$ cat config.mk
export PLATFORM = sky130hd
export DESIGN_NAME = lsgs_ctrl
export DESIGN_NICKNAME = d
export VERILOG_FILES = /design/src/hdl/lsgs_pkg.sv /design/src/hdl/lsgs_ctrl.sv
export SDC_FILE = /design/constraint.sdc
export NUM_CORES = 1
export LEC_CHECK = 0
export BUFFER_PORTS_ARGS = -buffer_cell sky130_fd_sc_hd__buf_2
export CAP_MARGIN = 0
export CORE_AREA = 2 2 39 41
export CTS_CLUSTER_DIAMETER = 60
export CTS_CLUSTER_SIZE = 24
export DETAILED_ROUTE_END_ITERATION = 12
export DIE_AREA = 0 0 41 43
export SYNTH_ARGS = -nofsm -noshare
export SYNTH_HDL_FRONTEND = slang
export SYNTH_SLANG_ARGS = --single-unit
$ cat constraint.sdc
create_clock -name clk -period 1.4 [get_ports clk]
set_clock_uncertainty 0.15 [all_clocks]
set_input_delay 0.14 -clock clk [delete_from_list [all_inputs] [get_ports clk]]
set_output_delay 0.14 -clock clk [all_outputs]
set_load 0.01 [all_outputs]
$ cat src/hdl/lsgs_pkg.sv
// ---------------------------------------------------------------------------
// lsgs_pkg
// Shared constants, codes and control structs of the split statistics core.
// ---------------------------------------------------------------------------
package lsgs_pkg;

  localparam int FEATURES_DEF = 64;
  localparam int MAX_BINS_DEF = 256;

  // Input word field widths
  localparam int FUNC_W = 2;
  localparam int FEAT_W = 6;
  localparam int BIN_IN_W = 8;
  localparam int VAL_W = 32;
  localparam int IN_W = 80;

  // Output word field widths
  localparam int SUM_W = 48;
  localparam int CNT_W = 32;
  localparam int OUT_W = 128;

  // Configuration port
  localparam int NB_REG_W = 9;
  localparam int PADDR_W = 3;
  localparam logic [PADDR_W-1:0] ADDR_NUM_BINS = 3'd0;
  localparam logic [NB_REG_W-1:0] NUM_BINS_RST = 9'd256;

  // Function codes
  localparam logic [FUNC_W-1:0] FUNC_ACC = 2'd0;
  localparam logic [FUNC_W-1:0] FUNC_QUERY = 2'd1;
  localparam logic [FUNC_W-1:0] FUNC_CLEAR = 2'd2;

  // Controller to datapath commands
  typedef struct packed {
    logic load;       // latch the input word and set the address counter
    logic clr_start;  // restart the address counter for a clearing pass
    logic step;       // advance the address counter
    logic rd;         // read the histogram entry at the counter
    logic wr;         // write back the updated entry
    logic wr_zero;    // write an empty entry
    logic acc_en;     // add returned entries into the left sums
    logic out_load;   // load the result register
  } cmd_t;

  // Datapath to controller status
  typedef struct packed {
    logic acc_ok;     // input word is an accumulate that touches an entry
    logic q_ok;       // input word is a query with bins to walk
    logic walk_end;   // counter sits on the last bin of the walk
    logic clr_end;    // counter sits on the last entry of the store
    logic out_busy;   // result register full and not taken this cycle
  } sts_t;

endpackage

$ cat src/hdl/lsgs_ctrl.sv
// ---------------------------------------------------------------------------
// lsgs_ctrl
// Controller: sequences accumulate, query walk and clearing pass.
// ---------------------------------------------------------------------------
module lsgs_ctrl (
  input  logic                        clk,
  input  logic                        rst,
  input  logic                        in_valid,
  input  logic [lsgs_pkg::FUNC_W-1:0] in_func,
  output logic                        in_ready,
  input  lsgs_pkg::sts_t              sts,
  output lsgs_pkg::cmd_t              cmd
);
  import lsgs_pkg::*;

  localparam logic [2:0] S_IDLE = 3'd0;
  localparam logic [2:0] S_ARD  = 3'd1;
  localparam logic [2:0] S_AWB  = 3'd2;
  localparam logic [2:0] S_QRD  = 3'd3;
  localparam logic [2:0] S_QDRN = 3'd4;
  localparam logic [2:0] S_QOUT = 3'd5;
  localparam logic [2:0] S_CLR  = 3'd6;

  logic [2:0] state;
  logic [2:0] state_next;
  logic       accept;

  assign in_ready = (state == S_IDLE);
  assign accept = in_valid && in_ready;

  // Next state and commands
  always_comb begin
    state_next = state;
    cmd = '0;
    unique case (state)
      S_IDLE: begin
        if (accept) begin
          cmd.load = 1'b1;
          priority if (in_func == FUNC_ACC) begin
            state_next = sts.acc_ok ? S_ARD : S_IDLE;
          end else if (in_func == FUNC_QUERY) begin
            state_next = sts.q_ok ? S_QRD : S_QOUT;
          end else if (in_func == FUNC_CLEAR) begin
            cmd.clr_start = 1'b1;
            state_next = S_CLR;
          end else begin
            state_next = S_IDLE;
          end
        end
      end
      S_ARD: begin
        cmd.rd = 1'b1;
        state_next = S_AWB;
      end
      S_AWB: begin
        cmd.wr = 1'b1;
        state_next = S_IDLE;
      end
      S_QRD: begin
        cmd.rd = 1'b1;
        cmd.acc_en = 1'b1;
        cmd.step = 1'b1;
        if (sts.walk_end) begin
          state_next = S_QDRN;
        end
      end
      S_QDRN: begin
        cmd.acc_en = 1'b1;
        state_next = S_QOUT;
      end
      S_QOUT: begin
        if (!sts.out_busy) begin
          cmd.out_load = 1'b1;
          state_next = S_IDLE;
        end
      end
      S_CLR: begin
        cmd.wr_zero = 1'b1;
        cmd.step = 1'b1;
        if (sts.clr_end) begin
          state_next = S_IDLE;
        end
      end
      default: state_next = S_IDLE;
    endcase
  end

  // State register; reset starts the clearing pass
  always_ff @(posedge clk) begin
    if (rst) begin
      state <= S_CLR;
    end else begin
      state <= state_next;
    end
  end

endmodule

; ---- Word level (Yosys, flattened, before mapping)
; Index checks and enable logic that the tools add are counted.
[classes]
muxes = 22
n_reduce_logical = 7
eq_ne = 12
[ops]
columns = cell, count
row1 = 3-bit two-way mux, 8
row2 = 3-bit case mux with 6 select lines, 1
row3 = 1-bit two-way mux, 11
row4 = "3-bit equality test, second input constant", 3
row5 = "3-bit by 2-bit equality test with 1-bit output, second input constant", 2
row6 = "2-bit != test, second input constant", 3
row7 = 2-bit OR reduction, 3
row8 = 2-bit two-way mux, 2
row9 = 4-bit AND reduction, 1
row10 = "3-bit by 1-bit equality test with 1-bit output, second input constant", 1
row11 = 3-bit logical NOT, 1
row12 = "2-bit by 1-bit equality test with 1-bit output, second input constant", 1
row13 = "2-bit equality test, second input constant", 1
row14 = 2-bit logical NOT, 1
row15 = "2-bit by 1-bit != test with 1-bit output, second input constant", 1
row16 = 1-bit logical AND, 1
[totals]
wordCells = 42
input_bits = 10
ff_bits = 3
out_inout_bits = 9

; ---- Logic depth before layout (Yosys ltp)
; Gate-level depths: netlist (run 1).
[depth]
depth_word = 6
mapped_depth = 5
ltp_nobuf = 4

; ---- Worst setup path after synthesis (run 1)
; No wires, ideal clock.
[synth_path]
kind = flip-flop to output port
from = register state[2]
to = output port cmd[6] (netlist name)
path_stages_with_launch = 4
n_path_buf = 1
t_required_ns = 1.110
t_arrival_ns = 1.163
slack_ns = -0.053
cell_sequence = dfxtp_1 > clkbuf_1 > nor3_1 > and3_1
[synth_lines]
columns = element, line
row1 = start: declaration, lsgs_ctrl.sv:24  ; logic [2:0] state;
row2 = start signal: assignment, lsgs_ctrl.sv:93  ; state <= state_next;
row3 = end: declaration, lsgs_ctrl.sv:12  ; output lsgs_pkg::cmd_t cmd

==> results.md, run 1 <==
* PD cells at 1020 nW/um^2
* Clock transition at the registers of the reported paths at 0.04 ns
* Clk_lat worst skew at 0.25 ns
* GP Congestion at 0.739
* Combinational power share at 0.500
* CTS Sinks at 3
* Pre-CTS setup slack at -0.0400 ns
* Yosys cell types at 27
* Area delta synth->final at 84.5%
* Worst-Margin Slew at 0.278 ns
* Mapped Nets at 51
* Routed Antenna Nets at 0
* Sw Ratio at 0.362
* Io pins at 19
* Synthesized area at 307 sq um
* Root Buffer: clkbuf_4
* Initial DRC Count at 4
* Final global-route overflow total at 0
* Status: finished with violations
* Worst Path Arrival at 1.22 ns
* P_leak at 0.275 nW
* DP Area at 459 sq um
* Post-synthesis mux area share at 0
* Chip height at 43 microns
* Yosys top cell area share at 0.196
* Core area at 1380 sq um
* Final count of pins violating max slew at 0
* Final net count at 82
* Biggest regs: state x3
* Die area at 1760 sq um
* Main area contributors after synthesis: dfxtp_1 (20%), nor3b_1 (9.8%), a211oi_1 (4.9%), and3_1 (4.1%), nor2b_1 (4.1%)
* WP buf/inv at 2
* Fraction of layout cells with a size suffix above 1 at 0.549
* Reg2Reg Setup Slack at 0 ns
* 1st-pass router iterations at 2
* Layout fillers at 143
* Post-Route WL at 983 microns
* Max reg flops at 3
* Crit. End Element: output pin
* Final hold vios at 0
* Post-layout min period at 1.51 ns
* Finish-stage setup viols at 8
* Sw Pwr at 0.000210 W
* Slowest-stage cell, CP: dfxtp_4
* Antenna violations before repair at 0
* Worst EP required at 1.11 ns
* Initial Util at 0.222
* FF+latch count, synth at 3
* H-tree depth at 1
* Violated checks: setup timing
* Top cell family by delay on the critical path: flip-flops
* Overall Power at 0.000580 W
* Tcrit/Tclk final at 1.08
* Die Width at 41 microns
* Top cells by count, synth: nor3b_1 (4), dfxtp_1 (3), nor2_1 (3)
* Cell taking the most area after synthesis: dfxtp_1
* Core Util, Final at 0.409
* Largest family of logic cells by synthesized area: simple AND/OR/NAND/NOR gates
* Int Pwr at 0.000370 W
* Ys async rst share at 0
* Clock Path Buffers at 2
* Post-Synthesis Cells at 41
* Avg Vias per Cell at 4.77
* CTS tree: built
* Largest net degree at the start of global routing at 14
* Max Fanout on Critical Path at 6
* Crit path largest cell delay at 0.36 ns
* Clk pwr share at 0.286
* First-pass GRT wire length at 1.54 mm
* Post-synth top flop: dfxtp_1
* Design area at 566 sq um
* Setup CP Type: flop to output pin
* Hold Crit Class: input pin to flop
* Most frequent cell after synthesis: nor3b_1
* Register Area at 67.6 sq um
* Post-synthesis xor/xnor area fraction at 0
* Top reg by flops: state
* Reg power frac at 0.214
* Max-cap violations at 0
* Inserted Diodes at 0
* Multi-input gate area at 255 sq um
* Rows at 14
* Startpoint types: flop
* Detailed-route via count at 415
* EDFF count, synth at 0
* DRC errors left at 0
* Cell breakdown of the critical path: buf_6 > and2b_1 > a22o_1 > buf_2
* Post-synthesis adder-cell area fraction at 0
* Final setup margin at -0.108 ns
* Synth Area in Compound Gates at 0.257
* All-Layer GR Usage at 0.132
* TritonCTS Buffers at 3
* Seq/Total Area, Yosys at 0.196
* Synth warn at 0
* Port Buffer Count at 18
* Vias in the first global route at 365
* FMAX at 663 MHz
* Min Hold Slack at 0.130 ns
* Setup repair after global routing missed its margin: true
* Post-Synth Simple-Gate Area at 0.486
* Syn_area_per_cell at 7.48 sq um
* Max-slew headroom at 0.814
* DP Wirelength at 699 microns
* Avg WL per Cell at 11.3 microns
* Peak VDD IR at 0.000300 V
timing repair:
| item | CTS | global route |
|---|---|---|
| gates resized for setup | 11 | 2 |
| setup endpoints to repair | 9 | 10 |
| pin swaps | 5 | 5 |
| hold buffers | 1 | 0 |
| endpoints found under the hold margin | 2 | 0 |
| buffers inserted | 3 | 0 |
cell usage in the layout, fill, tap and decap left out, drive strengths merged:
cell          n
nand2         2
a211oi        2
clkbuf        4
inv           1
and3          2
o31ai         1
or3b          1
nor2          3
o21a          1
a22o          1
dfxtp         3
o211ai        1
nor3b         4
nor2b         2
a21oi         2
dlygate4sd3   1
nor4b         1
nor3          1
and2          1
o21ai         3
and3b         1
and4b         1
a21o          1
or4           1
nand4b        1
and2b         1
buf          28
stage by stage:
stage          setup TNS (ns)  cells
3_5_place_dp          -0.0400     79
3_3_place_gp         -0.00873     79
5_1_grt                -0.790     87
4_1_cts                -0.523     87
2_1_floorplan               0     41
6_report               -0.413     87
layer usage:
layer | routed length [microns] | global-route usage | up-vias
li1 | - | - | 216
met1 | 407 | 0.157 | 182
met2 | 497 | 0.194 | 15
met3 | 57 | 0.0314 | 2
met4 | 20 | 0.100 | 0
met5 | 0 | 0 | -
logic make-up (layout without fill, tap and decap cells):
kind of cell / Yosys count / after routing
buffers and inverters: 4 / 34
and+or+nand+nor: 22 / 22
DFF: 3 / 3
AOI/OAI and AO/OA: 12 / 12
path summary, 6_finish.rpt:
kind                            startpoint  endpoint  cells past startpoint
worst max-delay path              state[0]    cmd[1]                      4
worst min-delay path                sts[2]  state[0]                      5
worst max register to register    state[0]  state[2]                      3
worst min register to register    state[1]  state[0]                      3
layout make-up:
class                           count  area share
Tap cell                           16      0.0354
Inverter                            1      0.0111
Timing Repair Buffer               29       0.336
Multi-Input combinational cell     34       0.451
Sequential cell                     3       0.119
Clock buffer                        4      0.0465
power by group through the flow:
stage / registers (W) / clock network (W) / logic [W]
CTS: 0.000123 / 0.000169 / 0.000284
finish: 0.000124 / 0.000166 / 0.000290
floorplan: 0.000113 / 0 / 0.000145
global route: 0.000126 / 0.000171 / 0.000318
global placement: 0.000116 / 0 / 0.000240
detailed placement: 0.000117 / 0 / 0.000243
worst register-to-register path, stage by stage, from the launching register on:
cell	delay (ns)
dfxtp_4	0.36
or4_4	0.49
a211oi_2	0.23
nor2_1	0.06
Power figures use the tool's default switching activity.
==> inputs of run 2 (changes only) <==
SKIP_LAST_GASP = 1   (was default)
clock period = 1.3 ns   (was 1.4 ns; I/O delays follow)
==> results.md, run 2 (same netlist as run 1, synthesis figures left out) <==
* Status: finished with violations
* Violated checks: setup timing
* Busiest grt layer: met2
* Crit. End Element: output pin
* Chip height at 43 microns (unchanged)
* Clk pwr share at 0.267 (-0.019)
* Port Buffer Count at 18 (unchanged)
* Clk_lat worst skew at 0.24 ns (about the same)
* Initial DRC Count at 7 (+3)
* Worst Path Arrival at 1.23 ns (about the same)
* Final net count at 83 (+1.2%)
* Critical R2R Capture: state[1]
* Die area at 1760 sq um (unchanged)
* GP Congestion at 0.745 (+0.70%)
* TritonCTS Buffers at 3 (unchanged)
* Largest net degree at the start of global routing at 14 (unchanged)
* Clock Path Buffers at 2 (unchanged)
* Final hold vios at 0 (unchanged)
* Detailed-route via count at 429 (+3.4%)
* Fraction of layout cells with a size suffix above 1 at 0.611 (+0.0618)
* H-tree depth at 1 (unchanged)
* Root Buffer: clkbuf_4
* 1st-pass router iterations at 3 (+1)
* DP Area at 443 sq um (-3.5%)
* Final global-route overflow total at 0 (unchanged)
* Initial Util at 0.222 (unchanged)
* Final setup margin at -0.213 ns (-0.105 ns)
* Worst reg2reg path depth at 4 (+1)
* Design area at 588 sq um (+4.0%)
* Post-Route WL at 1.06 mm (+8.2%)
* Sw Pwr at 0.000240 W (+14%)
* Int Pwr at 0.000416 W (+13%)
* Met3 Usage GRT at 0.0314 (unchanged)
* Hold Crit Class: input pin to flop
* Reg power frac at 0.200 (-0.014)
* Setup repair after global routing missed its margin: true
* Max Fanout on Critical Path at 5 (-1)
* Met1 Usage GRT at 0.135 (-0.0216)
* Biggest regs: state x3
* Worst-Margin Slew at 0.241 ns (-0.0372 ns)
* All-Layer GR Usage at 0.138 (+0.00529)
* Combinational power share at 0.532 (+0.032)
* FMAX at 661 MHz
* DRC errors left at 0 (unchanged)
* Hold EP: state[0]
* Io pins at 19 (unchanged)
* DP Wirelength at 644 microns (-7.9%)
* Sw Ratio at 0.365 (+0.00357)
* Peak VDD IR at 0.000384 V (+28%)
* Finish-stage setup viols at 11 (+3)
* CTS tree: built
* Crit path largest cell delay at 0.35 ns (about the same)
* Critical hold path startpoint: sts[2]
* Rows at 14 (unchanged)
* Avg WL per Cell at 12.1 microns (+7.0%)
* Max reg flops at 3 (unchanged)
* Worst r2r src: state[2]
* First-pass GRT wire length at 1.54 mm (unchanged)
* Most common cell after layout, fill and taps aside: buf_2
* Final count of pins violating max slew at 0 (unchanged)
* Antenna violations before repair at 0 (unchanged)
* Cell breakdown of the critical path: buf_6 > and2b_2 > a22o_1 > buf_2
* Max-cap violations at 0 (unchanged)
* Die Width at 41 microns (unchanged)
* Most frequent cells in the layout: buf_2 (18), buf_6 (6), buf_4 (5)
* Area delta synth->final at 91.8%
* Startpoint types: flop
* Max-slew headroom at 0.839 (+0.0248)
* Slowest-stage cell, CP: dfxtp_4
* Pre-CTS setup slack at -0.130 ns (-0.0896 ns)
* Reg2Reg Setup Slack at -0.12 ns (-0.12 ns)
* Routed Antenna Nets at 0 (unchanged)
* Met2 GRT Util at 0.231 (+0.0375)
* Inserted Diodes at 0 (unchanged)
* Core area at 1380 sq um (unchanged)
* Post-layout min period at 1.51 ns
* CTS Sinks at 3 (unchanged)
* Avg Vias per Cell at 4.88 (+2.2%)
* Hold Crit Depth at 4 (-1)
* Tcrit/Tclk final at 1.16
* Worst EP required at 1.02 ns (-0.09 ns)
* Vias in the first global route at 374 (+2.5%)
* Clock transition at the registers of the reported paths at 0.04 ns (about the same)
* Overall Power at 0.000656 W (+13%)
* P_leak at 0.279 nW (+1.4%)
* PD cells at 1120 nW/um^2 (+8.8%)
* Top reg by flops: state
* Setup CP Type: flop to output pin
run 2: stage by stage:
step	setup TNS (ns)	utilization	instances	hold WS, ns
after floorplan	-0.148	-	41	0.0491
after global placement	-0.113	0.320	76	0.188
after detailed placement	-0.140	0.320	76	0.189
after CTS	-1.31	0.389	85	0.0226
after global routing	-1.91	0.425	88	0.0469
final	-1.32	0.425	88	0.0240
run 2: power groups by stage:
stage               clock network [W]  registers, W  logic (W)
finish                       0.000175      0.000131   0.000349
global placement                    0      0.000123   0.000247
global route                 0.000194      0.000134   0.000375
CTS                          0.000176      0.000130   0.000314
detailed placement                  0      0.000124   0.000250
floorplan                           0      0.000122   0.000162
run 2: worst max-delay path: cells and delay by family (launching register included):
family,cells,cell delay (ns)
DFF,1,0.35
buffers and inverters,2,0.25
and+or+nand+nor,1,0.21
AOI/OAI and AO/OA,1,0.18
run 2: worst max path at each step:
stage | from | to | slack [ns] | cells after the start
6_report | state[0] | cmd[1] | -0.21 | 4
5_1_grt | state[0] | cmd[1] | -0.26 | 4
4_1_cts | state[0] | cmd[1] | -0.20 | 4
3_5_place_dp | state[2] | state[2] | -0.13 | 3
3_3_place_gp | state[2] | state[2] | -0.1 | 3
2_1_floorplan | state[2] | state[2] | -0.09 | 3
run 2: routing by layer:
metal | routed length, microns | vias to the layer above
met5 | 0 | -
met4 | 19 | 0
met3 | 47 | 2
met2 | 554 | 14
met1 | 442 | 196
li1 | - | 217
run 2: cell type report:
type / instances / area [sq um]
fill: 138 / 796
multi-input combinational: 34 / 264
timing repair buffer: 30 / 205
sequential: 3 / 66.3
clock buffer: 4 / 26.3
tap: 16 / 20.0
inverter: 1 / 6.26
run 2: timing repair:
| item | CTS | global route |
|---|---|---|
| endpoints found under the setup margin | 11 | 12 |
| buffers inserted | 3 | 3 |
| resized for setup | 10 | 7 |
| hold buffers | 1 | 0 |
| pin swaps | 4 | 2 |
| cloned | 1 | 0 |
| endpoints found under the hold margin | 2 | 0 |
==> inputs of run 3 (changes only) <==
PLACE_DENSITY = 0.48   (was default)
==> results.md, run 3 (same netlist as run 1, synthesis figures left out) <==
* Status: finished with violations
* Violated checks: setup timing
* Max-slew headroom at 0.837 (-0.00240)
* Final setup margin at -0.190 ns (+0.0237 ns)
* Peak VDD IR at 0.000435 V (+13%)
* Top reg by flops: state
* H-tree depth at 1 (unchanged)
* Cell total after placement at 76 (unchanged)
* All-Layer GR Usage at 0.105 (-0.0324)
* Port Buffer Count at 18 (unchanged)
* Avg WL per Cell at 10.6 microns (-13%)
* Setup repair after global routing missed its margin: true
* Final hold vios at 0 (unchanged)
* Area delta synth->final at 96.7%
* Chip height at 43 microns (unchanged)
* Antenna violations before repair at 0 (unchanged)
* Fraction of layout cells with a size suffix above 1 at 0.606 (-0.00548)
* Avg Vias per Cell at 4.80 (-1.4%)
* Die Width at 41 microns (unchanged)
* Initial DRC Count at 9 (+2)
* Critical hold path startpoint: sts[2]
* Detailed-route via count at 418 (-2.6%)
* Most common cell after layout, fill and taps aside: buf_2
* Post-route insts no fill at 87 (-1.1%)
* Final count of pins violating max slew at 0 (unchanged)
* Core area at 1380 sq um (unchanged)
* DP Wirelength at 646 microns (+0.40%)
* Overall Power at 0.000683 W (+4.1%)
* Max-cap violations at 0 (unchanged)
* Max Fanout on Critical Path at 8 (+3)
* Die area at 1760 sq um (unchanged)
* DRC errors left at 0 (unchanged)
* Hold Crit Class: input pin to flop
* Initial Util at 0.222 (unchanged)
* Rows at 14 (unchanged)
* 1st-pass router iterations at 4 (+1)
* Final setup TNS at -1.29 ns (+0.0331 ns)
* Tcrit/Tclk final at 1.15 (-0.0182)
* Worst-Margin Slew at 0.243 ns (+0.00250 ns)
* Startpoint types: flop
* Crit. End Element: output pin
* Io pins at 19 (unchanged)
* Final global-route overflow total at 0 (unchanged)
* Most frequent cells in the layout: buf_2 (17), buf_4 (6), buf_6 (4), nor2_1 (3), clkbuf_4 (3)
* TritonCTS Buffers at 3 (unchanged)
* Root Buffer: clkbuf_4
* Setup CP Type: flop to output pin
* Clk_lat worst skew at 0.24 ns (about the same)
* Final net count at 82 (-1.2%)
* Finish-stage setup viols at 11 (unchanged)
* First-pass GRT wire length at 1.32 mm (-14%)
* Design area at 603 sq um (+2.6%)
* Vias in the first global route at 330 (-12%)
* Max reg flops at 3 (unchanged)
* FMAX at 671 MHz (+1.6%)
* CTS Sinks at 3 (unchanged)
* Worst EP required at 1.02 ns (about the same)
* Post-Route WL at 918 microns (-14%)
* Pre-CTS setup slack at -0.144 ns (-0.0143 ns)
* DP Area at 455 sq um (+2.8%)
* Worst r2r src: state[2]
* GP Congestion at 0.672 (-9.7%)
* P_leak at 0.286 nW (+2.6%)
* Worst Setup SP: state[2]
* Routed Antenna Nets at 0 (unchanged)
* Clock transition at the registers of the reported paths at 0.04 ns (about the same)
* PD cells at 1130 nW/um^2 (+1.5%)
* Biggest regs: state x3
* Post-layout min period at 1.49 ns (-0.0237 ns)
* Inserted Diodes at 0 (unchanged)
* Largest net degree at the start of global routing at 14 (unchanged)
* CTS tree: built
* Clock Path Buffers at 2 (unchanged)
* Worst Path Arrival at 1.21 ns (-0.02 ns)
-- run 3: final timing paths --
path                    to  slack, ns  cells past startpoint
setup / recovery    cmd[5]      -0.19                      5
hold / removal    state[0]       0.03                      4
setup reg to reg  state[1]      -0.15                      4
hold reg to reg   state[0]       0.48                      3
-- run 3: power by group --
group	internal, W	total (W)	switching [W]	leakage, nW
Combinational	0.000224	0.000392	0.000168	0.246
Sequential	0.000111	0.000125	0.0000144	0.0252
Clock	0.000115	0.000166	0.0000506	0.0150
-- run 3: per-layer routing --
layer	up-vias	part of all wire	GRT usage	wire, microns
met5	-	0	0	0
met4	0	0	0.0400	0
met3	0	0.095	0.0157	87
met2	21	0.47	0.163	436
met1	182	0.43	0.141	394
li1	215	-	-	-
-- run 3: final cells by class --
class	instances	area (sq um)
Fill cell	147	781
Multi-Input combinational cell	34	283
Timing Repair Buffer	29	205
Sequential cell	3	62.6
Clock buffer	4	26.3
Tap cell	16	20.0
Inverter	1	6.26
-- run 3: worst max-delay path, cell delays in order, from the launching register on --
cell     delay (ns)
dfxtp_2        0.32
buf_6          0.11
buf_12         0.12
nor2b_1        0.12
o21a_1         0.16
buf_2          0.13
-- run 3: timing repair --
action	CTS	global route
pin swaps	10	4
buffers inserted	6	0
resized for setup	12	3
endpoints found under the setup margin	11	12
hold endpoints to repair	1	0
hold buffers	1	0
-- run 3: stage by stage --
stage | hold WS, ns | utilization
floorplan | 0.0491 | -
global placement | 0.196 | 0.329
detailed placement | 0.193 | 0.329
CTS | 0.0366 | 0.423
global route | 0.0596 | 0.436
finish | 0.0329 | 0.436
